--- src/hw/rtl/telecontrol_apci_header_decoder_top_macros.svh ---
// Assertion macros shared by the APCI header decoder RTL.
// Define ASSERT_OFF to compile the assertions out.
`ifndef TELECONTROL_APCI_HEADER_DECODER_TOP_MACROS_SVH
`define TELECONTROL_APCI_HEADER_DECODER_TOP_MACROS_SVH

`ifndef ASSERT_OFF
`define TCAD_ASSERT(label, clk, rst, prop, msg) \
   label: assert property (@(posedge clk) disable iff (rst) prop) else $error(msg);
`define TCAD_ASSERT_NEVER(label, clk, rst, cond, msg) \
   label: assert property (@(posedge clk) disable iff (rst) !(cond)) else $error(msg);
`else
`define TCAD_ASSERT(label, clk, rst, prop, msg)
`define TCAD_ASSERT_NEVER(label, clk, rst, cond, msg)
`endif

`endif

--- src/hw/rtl/tcad_pkg.sv ---
// Types and constants of the APCI header decoder.
// No dependencies; used by the core and the top level.
`timescale 1ns / 1ps

package tcad_pkg;

   localparam logic [11:0] CTRL_LEN = 12'd4;

   typedef enum logic [1:0] {
      FT_UNKNOWN = 2'd0,
      FT_INFO    = 2'd1,
      FT_SUPER   = 2'd2,
      FT_UNNUM   = 2'd3
   } frame_kind_type;

   typedef enum logic [2:0] {
      ERR_NONE      = 3'd0,
      ERR_TOO_SHORT = 3'd1,
      ERR_BAD_START = 3'd2,
      ERR_LEN_SHORT = 3'd3,
      ERR_SU_LEN    = 3'd4,
      ERR_BAD_CTRL  = 3'd5
   } err_code_type;

   typedef enum logic [1:0] {
      CSR_LEN_BYTES  = 2'd0,
      CSR_SKIP_CTRL  = 2'd1,
      CSR_START_BYTE = 2'd2
   } csr_idx_type;

   typedef struct packed {
      logic [7:0] data_byte;
      logic       last_byte;
   } req_type;

   typedef struct packed {
      logic           frame_ok;
      frame_kind_type frame_type;
      err_code_type   error_code;
      logic [11:0]    apdu_length;
      logic [14:0]    send_seq;
      logic [14:0]    recv_seq;
   } rsp_type;

   typedef struct packed {
      logic [1:0] length_field_bytes;
      logic       skip_control_check;
      logic [7:0] start_byte;
   } cfg_type;

endpackage

--- src/hw/rtl/tcad_chan_if.sv ---
// Valid/ready stream interface carrying one payload per beat.
// Depends on nothing; the payload type is given where it is instantiated.
`timescale 1ns / 1ps

interface tcad_chan_if #(
   parameter type payload_type = logic
);
   logic        valid;
   logic        ready;
   payload_type payload;

   modport source (output valid, output payload, input ready);
   modport sink (input valid, input payload, output ready);
endinterface

--- src/hw/rtl/tcad_csr_if.sv ---
// Register write interface: one register index and its data per beat.
// Depends on nothing.
`timescale 1ns / 1ps

interface tcad_csr_if;
   logic       valid;
   logic       ready;
   logic [1:0] index;
   logic [7:0] data;

   modport source (output valid, output index, output data, input ready);
   modport sink (input valid, input index, input data, output ready);
endinterface

--- src/hw/rtl/tcad_core.sv ---
// Header position tracking, frame verdict and persistent sequence numbers.
// Depends on tcad_pkg and the assertion macro header.
`timescale 1ns / 1ps
`include "telecontrol_apci_header_decoder_top_macros.svh"

module tcad_core
   import tcad_pkg::*;
(
   input  logic    clock,
   input  logic    reset,
   input  logic    step_en_i,
   input  req_type in_i,
   input  cfg_type cfg_i,
   output logic    emit_o,
   output rsp_type rsp_o
);

   logic [2:0]  pos_ff, pos_in;
   logic        hd_ff, hd_in;
   logic [7:0]  start_ff, start_in;
   logic [11:0] len_ff, len_in;
   logic [7:0]  ctrl_ff [3];
   logic [7:0]  ctrl_in [3];
   logic [14:0] send_ff, send_in;
   logic [14:0] recv_ff, recv_in;

   logic        lf2;
   logic [2:0]  lf_val;
   logic [2:0]  final_pos;
   logic [2:0]  ctrl_pos;
   logic [7:0]  c1, c2, c3, c4;

   assign lf2       = cfg_i.length_field_bytes[1];
   assign lf_val    = lf2 ? 3'd2 : 3'd1;
   assign final_pos = lf2 ? 3'd6 : 3'd5;
   assign ctrl_pos  = pos_ff - 3'd1 - lf_val;
   assign c1        = ctrl_ff[0];
   assign c2        = ctrl_ff[1];
   assign c3        = ctrl_ff[2];
   assign c4        = in_i.data_byte;

   always_comb begin
      pos_in   = pos_ff;
      hd_in    = hd_ff;
      start_in = start_ff;
      len_in   = len_ff;
      ctrl_in  = ctrl_ff;
      send_in  = send_ff;
      recv_in  = recv_ff;
      emit_o   = 1'b0;

      rsp_o.frame_ok    = 1'b0;
      rsp_o.frame_type  = FT_UNKNOWN;
      rsp_o.error_code  = ERR_NONE;
      rsp_o.apdu_length = len_ff;

      if (hd_ff) begin
         if (in_i.last_byte) begin
            hd_in  = 1'b0;
            pos_in = 3'd0;
         end
      end else if (pos_ff >= final_pos) begin
         // The byte at hand is the fourth control byte.
         emit_o = 1'b1;
         pos_in = 3'd0;
         hd_in  = !in_i.last_byte;
         priority if (start_ff != cfg_i.start_byte) begin
            rsp_o.error_code = ERR_BAD_START;
         end else if (len_ff < CTRL_LEN) begin
            rsp_o.error_code = ERR_LEN_SHORT;
         end else if (cfg_i.skip_control_check) begin
            rsp_o.frame_ok   = 1'b1;
            rsp_o.frame_type = (len_ff > CTRL_LEN) ? FT_INFO : FT_UNNUM;
         end else if (!c1[0] && !c3[0]) begin
            rsp_o.frame_ok   = 1'b1;
            rsp_o.frame_type = FT_INFO;
            send_in          = {c2, c1[7:1]};
            recv_in          = {c4, c3[7:1]};
         end else if (len_ff != CTRL_LEN) begin
            rsp_o.error_code = ERR_SU_LEN;
         end else if (c1[1:0] == 2'b01 && !c3[0]) begin
            rsp_o.frame_ok   = 1'b1;
            rsp_o.frame_type = FT_SUPER;
            send_in          = 15'd0;
            recv_in          = {c4, c3[7:1]};
         end else if (c1[1:0] == 2'b11 && !c3[0]) begin
            rsp_o.frame_ok   = 1'b1;
            rsp_o.frame_type = FT_UNNUM;
            send_in          = 15'd0;
            recv_in          = 15'd0;
         end else begin
            rsp_o.error_code = ERR_BAD_CTRL;
         end
      end else begin
         priority if (pos_ff == 3'd0) begin
            start_in = in_i.data_byte;
         end else if (pos_ff == 3'd1) begin
            len_in = {4'd0, in_i.data_byte};
         end else if (pos_ff == 3'd2 && lf2) begin
            len_in = {in_i.data_byte[3:0], len_ff[7:0]};
         end else if (ctrl_pos < 3'd3) begin
            ctrl_in[ctrl_pos[1:0]] = in_i.data_byte;
         end else begin
            ctrl_in = ctrl_ff;
         end
         if (in_i.last_byte) begin
            emit_o            = 1'b1;
            pos_in            = 3'd0;
            rsp_o.error_code  = ERR_TOO_SHORT;
            rsp_o.apdu_length = 12'd0;
         end else begin
            pos_in = pos_ff + 3'd1;
         end
      end

      rsp_o.send_seq = send_in;
      rsp_o.recv_seq = recv_in;
   end

   always_ff @(posedge clock) begin
      if (reset) begin
         pos_ff   <= 3'd0;
         hd_ff    <= 1'b0;
         start_ff <= 8'd0;
         len_ff   <= 12'd0;
         ctrl_ff  <= '{default: 8'd0};
         send_ff  <= 15'd0;
         recv_ff  <= 15'd0;
      end else if (step_en_i) begin
         pos_ff   <= pos_in;
         hd_ff    <= hd_in;
         start_ff <= start_in;
         len_ff   <= len_in;
         ctrl_ff  <= ctrl_in;
         send_ff  <= send_in;
         recv_ff  <= recv_in;
      end
   end

   `TCAD_ASSERT(a_done_at_zero, clock, reset, hd_ff |-> (pos_ff == 3'd0), "header done with nonzero position")
   `TCAD_ASSERT(a_pos_advance, clock, reset, (step_en_i && !hd_ff && !emit_o) |=> (pos_ff == $past(pos_ff) + 3'd1), "position did not advance")
   `TCAD_ASSERT(a_fail_keeps_seq, clock, reset, (step_en_i && emit_o && !rsp_o.frame_ok) |=> (send_ff == $past(send_ff) && recv_ff == $past(recv_ff)), "failed frame changed sequence numbers")

endmodule

--- src/hw/rtl/telecontrol_apci_header_decoder_top.sv ---
// APCI header decoder: one byte per beat in, one verdict per frame out.
// Path: input register, core, result register. Throughput: one byte per
// cycle; the input register and the result register let a new byte in
// while a verdict waits to be taken, unless the held byte has a verdict.
// Reset: synchronous, active high; clears position, sequence numbers and
// restores the registers to one length byte, control check on, start 0x68.
`timescale 1ns / 1ps
`include "telecontrol_apci_header_decoder_top_macros.svh"

module telecontrol_apci_header_decoder_top
   import tcad_pkg::*;
(
   input logic  clock,
   input logic  reset,
   tcad_chan_if.sink   req_chan,
   tcad_chan_if.source rsp_chan,
   tcad_csr_if.sink    csr_chan
);

   cfg_type cfg_ff, cfg_in;
   logic    s1_valid_ff, s1_valid_in;
   req_type s1_data_ff;
   logic    rsp_valid_ff, rsp_valid_in;
   rsp_type rsp_data_ff;

   logic    core_emit;
   rsp_type core_rsp;
   logic    out_free;
   logic    s1_fire;
   logic    req_take;

   assign csr_chan.ready = 1'b1;

   always_comb begin
      cfg_in = cfg_ff;
      if (csr_chan.valid) begin
         unique case (csr_idx_type'(csr_chan.index))
            CSR_LEN_BYTES:  cfg_in.length_field_bytes = csr_chan.data[1:0];
            CSR_SKIP_CTRL:  cfg_in.skip_control_check = csr_chan.data[0];
            CSR_START_BYTE: cfg_in.start_byte         = csr_chan.data;
            default:        cfg_in                    = cfg_ff;
         endcase
      end
   end

   assign out_free       = !rsp_valid_ff || rsp_chan.ready;
   assign s1_fire        = s1_valid_ff && (!core_emit || out_free);
   assign req_chan.ready = !s1_valid_ff || s1_fire;
   assign req_take       = req_chan.valid && req_chan.ready;
   assign s1_valid_in    = req_take || (s1_valid_ff && !s1_fire);
   assign rsp_valid_in   = (s1_fire && core_emit) || (rsp_valid_ff && !rsp_chan.ready);

   tcad_core u_core (
      .clock     (clock),
      .reset     (reset),
      .step_en_i (s1_fire),
      .in_i      (s1_data_ff),
      .cfg_i     (cfg_ff),
      .emit_o    (core_emit),
      .rsp_o     (core_rsp)
   );

   always_ff @(posedge clock) begin
      if (reset) begin
         cfg_ff.length_field_bytes <= 2'd1;
         cfg_ff.skip_control_check <= 1'b0;
         cfg_ff.start_byte         <= 8'h68;
         s1_valid_ff               <= 1'b0;
         rsp_valid_ff              <= 1'b0;
      end else begin
         cfg_ff       <= cfg_in;
         s1_valid_ff  <= s1_valid_in;
         rsp_valid_ff <= rsp_valid_in;
      end
   end

   always_ff @(posedge clock) begin
      if (req_take) begin
         s1_data_ff <= req_chan.payload;
      end
      if (s1_fire && core_emit) begin
         rsp_data_ff <= core_rsp;
      end
   end

   assign rsp_chan.valid   = rsp_valid_ff;
   assign rsp_chan.payload = rsp_data_ff;

   `TCAD_ASSERT(a_ok_clean, clock, reset, (rsp_valid_ff && rsp_data_ff.frame_ok) |-> (rsp_data_ff.error_code == ERR_NONE && rsp_data_ff.frame_type != FT_UNKNOWN), "good frame with error or unknown type")
   `TCAD_ASSERT(a_fail_coded, clock, reset, (rsp_valid_ff && !rsp_data_ff.frame_ok) |-> (rsp_data_ff.error_code != ERR_NONE && rsp_data_ff.frame_type == FT_UNKNOWN), "failed frame without error code")
   `TCAD_ASSERT(a_short_no_len, clock, reset, (rsp_valid_ff && rsp_data_ff.error_code == ERR_TOO_SHORT) |-> (rsp_data_ff.apdu_length == 12'd0), "short frame with nonzero length")
   `TCAD_ASSERT_NEVER(a_s1_lost, clock, reset, s1_valid_ff && !s1_fire && !s1_valid_in, "held byte dropped from input register")

endmodule
--- src/flat_wrapper.sv ---
// flat-port wrapper written by rule: the top's interface ports become plain ports
module telecontrol_apci_header_decoder_top_flat import tcad_pkg::*;
  (clock, reset, req_chan_valid, req_chan_payload, req_chan_ready, rsp_chan_valid, rsp_chan_payload, rsp_chan_ready, csr_chan_valid, csr_chan_index, csr_chan_data, csr_chan_ready);
  tcad_chan_if req_chan_i ();
  tcad_chan_if rsp_chan_i ();
  tcad_csr_if csr_chan_i ();
  input logic clock;
  input logic reset;
  input wire logic [$bits(req_chan_i.valid)-1:0] req_chan_valid;
  input wire logic [$bits(req_chan_i.payload)-1:0] req_chan_payload;
  output wire logic [$bits(req_chan_i.ready)-1:0] req_chan_ready;
  output wire logic [$bits(rsp_chan_i.valid)-1:0] rsp_chan_valid;
  output wire logic [$bits(rsp_chan_i.payload)-1:0] rsp_chan_payload;
  input wire logic [$bits(rsp_chan_i.ready)-1:0] rsp_chan_ready;
  input wire logic [$bits(csr_chan_i.valid)-1:0] csr_chan_valid;
  input wire logic [$bits(csr_chan_i.index)-1:0] csr_chan_index;
  input wire logic [$bits(csr_chan_i.data)-1:0] csr_chan_data;
  output wire logic [$bits(csr_chan_i.ready)-1:0] csr_chan_ready;
  assign req_chan_i.valid = req_chan_valid;
  assign req_chan_i.payload = req_chan_payload;
  assign req_chan_ready = req_chan_i.ready;
  assign rsp_chan_valid = rsp_chan_i.valid;
  assign rsp_chan_payload = rsp_chan_i.payload;
  assign rsp_chan_i.ready = rsp_chan_ready;
  assign csr_chan_i.valid = csr_chan_valid;
  assign csr_chan_i.index = csr_chan_index;
  assign csr_chan_i.data = csr_chan_data;
  assign csr_chan_ready = csr_chan_i.ready;
  telecontrol_apci_header_decoder_top u_core (.clock(clock), .reset(reset), .req_chan(req_chan_i), .rsp_chan(rsp_chan_i), .csr_chan(csr_chan_i));
endmodule
--- config.mk ---
export PLATFORM = sky130hd
export DESIGN_NAME = telecontrol_apci_header_decoder_top_flat
export DESIGN_NICKNAME = d
export VERILOG_FILES = /design/src/hw/rtl/tcad_pkg.sv /design/src/hw/rtl/tcad_chan_if.sv /design/src/hw/rtl/tcad_csr_if.sv /design/src/hw/rtl/tcad_core.sv /design/src/hw/rtl/telecontrol_apci_header_decoder_top.sv /design/src/flat_wrapper.sv
export VERILOG_INCLUDE_DIRS = /design/src /design/src/hw/rtl
export SDC_FILE = /design/constraint.sdc
export NUM_CORES = 1
export LEC_CHECK = 0
export BUFFER_PORTS_ARGS = -buffer_cell sky130_fd_sc_hd__buf_2
export CAP_MARGIN = 20
export CORE_AREA = 2 2 39 41
export CTS_CLUSTER_DIAMETER = 40
export CTS_CLUSTER_SIZE = 24
export DETAILED_ROUTE_END_ITERATION = 6
export DIE_AREA = 0 0 41 43
export PLACE_DENSITY = 0.59
export SLEW_MARGIN = 25
export SYNTH_ARGS = -nofsm -noshare
export SYNTH_HDL_FRONTEND = slang
export SYNTH_SLANG_ARGS = --single-unit
--- constraint.sdc ---
create_clock -name clock -period 2.48 [get_ports clock]
set_clock_uncertainty 0.05 [all_clocks]
set_input_delay 0.372 -clock clock [delete_from_list [all_inputs] [get_ports clock]]
set_output_delay 0.372 -clock clock [all_outputs]
set_load 0.01 [all_outputs]
==> impl_metrics.csv <==
group,metric,value,unit
clocking,htreeDepth,1,
sta,setup_viol,0,
drt,firstDrtPassIters,4,
synth,yosysSeqAreaShare,39.8,%
floorplanning,die_h,43,µm
synth,synthArstFlopShare,0,%
power,power.density,547,nW/µm²
clocking,postCtsSetupBuffers,0,
setup_path,critPathLaunchType,"register",
sta,max_freq,0.441,GHz
outcome,outcome,"finished clean",
power,leakage,0.000227,µW
power,vdd.ir_drop.worst,0.000213,V
floorplanning,die_x,41,µm
drt,wirelength,776,µm
min_path,hp-class,"primary input to register",
grt,grt_max_degree,8,
synth,synth-main-ff-cell,"dfxtp_1",
synth,synth_area_leaders,"dfxtp_1, ha_1, edfxtp_1",
setup_path,r2r_cells,7,
layout,antenna_cells,0,
sta,rsz0062_at_grt,"no",
clocking,cts-root-buf,"clkbuf_4",
grt,grt_pass1_wl,1390,µm
placed_design,dp_slack,505,ps
layout,drive_gt1_share,25.0,%
drt,vias,374,
floorplanning,dieArea,1760,µm²
power,pwr-share-comb,10.8,%
sta,hold_viol_final,0,
grt,grt_antenna_before_repair,0,
setup_path,max_stage_delay,350,ps
power,switching_share,23.7,%
floorplanning,placeableCoreArea,1380,µm²
power,p_sw,66.1,µW
clocking,cts_buffer_depth,2,
setup_path,worstPathArrival,1850,ps
power,internal_power,212,µW
synth,syn-instance-count,48,
grt,grt_pass1_vias,344,
sta,post-route-min-period,2270,ps
drt,drt-initial-drc-count,14,
setup_path,critPathMaxFanout,4,
layout,nFillCells,147,
setup_path,reg2reg_from,"u_core.u_core.pos_ff[0]$_SDFFE_PP0P_",
synth,synth_nets,67,
layout,layout_common_cells,"buf_2, dfxtp_1, nor2_1",
power,p_total,278,µW
setup_path,required,2060,ps
drt,drcViolationCount,0,
sta,setup_slack,211,ps
clocking,clock_sinks,8,
clocking,cts_buffers,3,
layout,syn2layout_area_growth,19.0,%
power,p_clk_share,39.4,%
sta,finalCritPeriodShare,91.5,%
floorplanning,io_pins,20,
clocking,path_clk_slew,60,ps
synth,yosys_register_bits,8,
floorplanning,start_util,30.9,%
clocking,cts_tree,"built",
drt,antenna_left,0,
placed_design,dp_hpwl,590,µm
power,sequentialPowerShare,49.8,%
setup_path,cp-end-kind,"output port",
grt,gr-usage-all-layers,12.0,%
synth,yosysTopAreaCell,"dfxtp_1",
synth,avgSynthCellArea,8.91,µm²
drt,route.detailed.wl_per_inst,10.2,µm
sta,tns,0,ps
layout,mostFrequentLayoutCell,"buf_2",
placed_design,portBuffers,10,
synth,mappedNetlistArea,428,µm²
flow_run,maxCapViolations,0,
synth,synth_edf_count,1,
clocking,cts_resized,0,
synth,synth_warnings,0,
synth,synth_top_area_share,32.7,%
synth,synthDistinctLibCells,24,
sta,slew_viol_final,0,
setup_path,crit_chain,"inv_1 -> ha_1 -> nand2b_1 -> a31o_1 -> nand3_1 -> or2_2 -> buf_2",
setup_path,crit_type,"register to output port",
placed_design,gp_congestion,0.718,
min_path,hold_start,"req_chan_payload",
grt,grt_overflow_total,0,
setup_path,startpoint,"u_core.u_core.pos_ff[0]$_SDFFE_PP0P_",
sta,hold-worst-slack,242,ps
min_path,min_path_cells,1,
clocking,holdBufCountCts,0,
drt,drt-vias-per-instance,4.92,
layout,layout.nets,80,
floorplanning,fp-row-count,14,
clocking,clkLatencyLatePin,250,ps
setup_path,critPathSlowestCell,"dfxtp_1",
metrics by stage:
step | instance area, µm² | util (%) | instances
floorplan | 428 | - | 48
global placement | 483 | 34.9 | 72
detailed placement | 483 | 34.9 | 72
CTS | 509 | 36.8 | 76
global route | 509 | 36.8 | 76
finish | 509 | 36.8 | 76
cell families after synthesis:
logic type               after synthesis  share of synthesized area [%]
adder cells (fa/ha/maj)                3                           8.77
other                                  2                           1.76
buffers and inverters                  6                           7.02
AND/OR/NAND/NOR                       16                           21.3
multiplexers                           1                           2.34
flip-flops                             8                           39.8
AO/OA/AOI/OAI                         12                           19.0
area by class of cell:
type | count | area (µm²) | share of cell area, %
Clock buffer | 4 | 26.3 | 5.16
Sequential cell | 8 | 170 | 33.4
Inverter | 4 | 15.0 | 2.95
Multi-Input combinational cell | 34 | 228 | 44.7
Timing Repair Buffer | 10 | 50.0 | 9.83
Tap cell | 16 | 20.0 | 3.93
registers in the layout, summed over array words and instances (netlist names):
register and flops:
u_core.cfg_ff 1, u_core.rsp_chan.valid 1, u_core.s1_data_ff 1, u_core.s1_valid_ff 1, u_core.u_core.hd_ff 1, u_core.u_core.pos_ff 3
power by group through the flow:
stage | combinational [µW] | clock, µW | sequential [µW]
6_report | 30.0 | 110 | 139
5_1_grt | 34.8 | 119 | 139
4_1_cts | 30.4 | 113 | 139
3_5_place_dp | 30.3 | 0 | 141
3_3_place_gp | 29.6 | 0 | 141
2_1_floorplan | 21.0 | 0 | 141
routing by layer:
layer	global-route usage (%)	wire length (µm)	vias up
met3	3.14	40	2
met2	15.6	359	16
met1	14.7	360	167
met5	0	0	-
met4	12.0	15	0
li1	-	-	189
worst max-delay path: cells and delay by family, from the launching register on:
kind	cells	cell delay, ps
and+or+nand+nor	3	530
adders and majority gates	1	280
DFF	1	350
buffers and inverters	2	220
AOI/OAI and AO/OA	1	210
Yosys cell counts (2+ instances only):
library cell  number
a21o_1             2
inv_1              4
dfxtp_1            7
nand2b_1           2
buf_4              2
conb_1             2
nor3b_1            2
a21oi_1            4
ha_1               3
nor2_1             6
worst paths after layout:
check	endpoint	slack (ps)
worst max-delay path	req_chan_ready	210
worst min-delay path	u_core.s1_data_ff[0]$_DFFE_PP_	240
worst max register to register	u_core.s1_data_ff[0]$_DFFE_PP_	590
worst min register to register	u_core.u_core.hd_ff$_SDFFE_PP0P_	470
(Power assumes the default switching activity.)
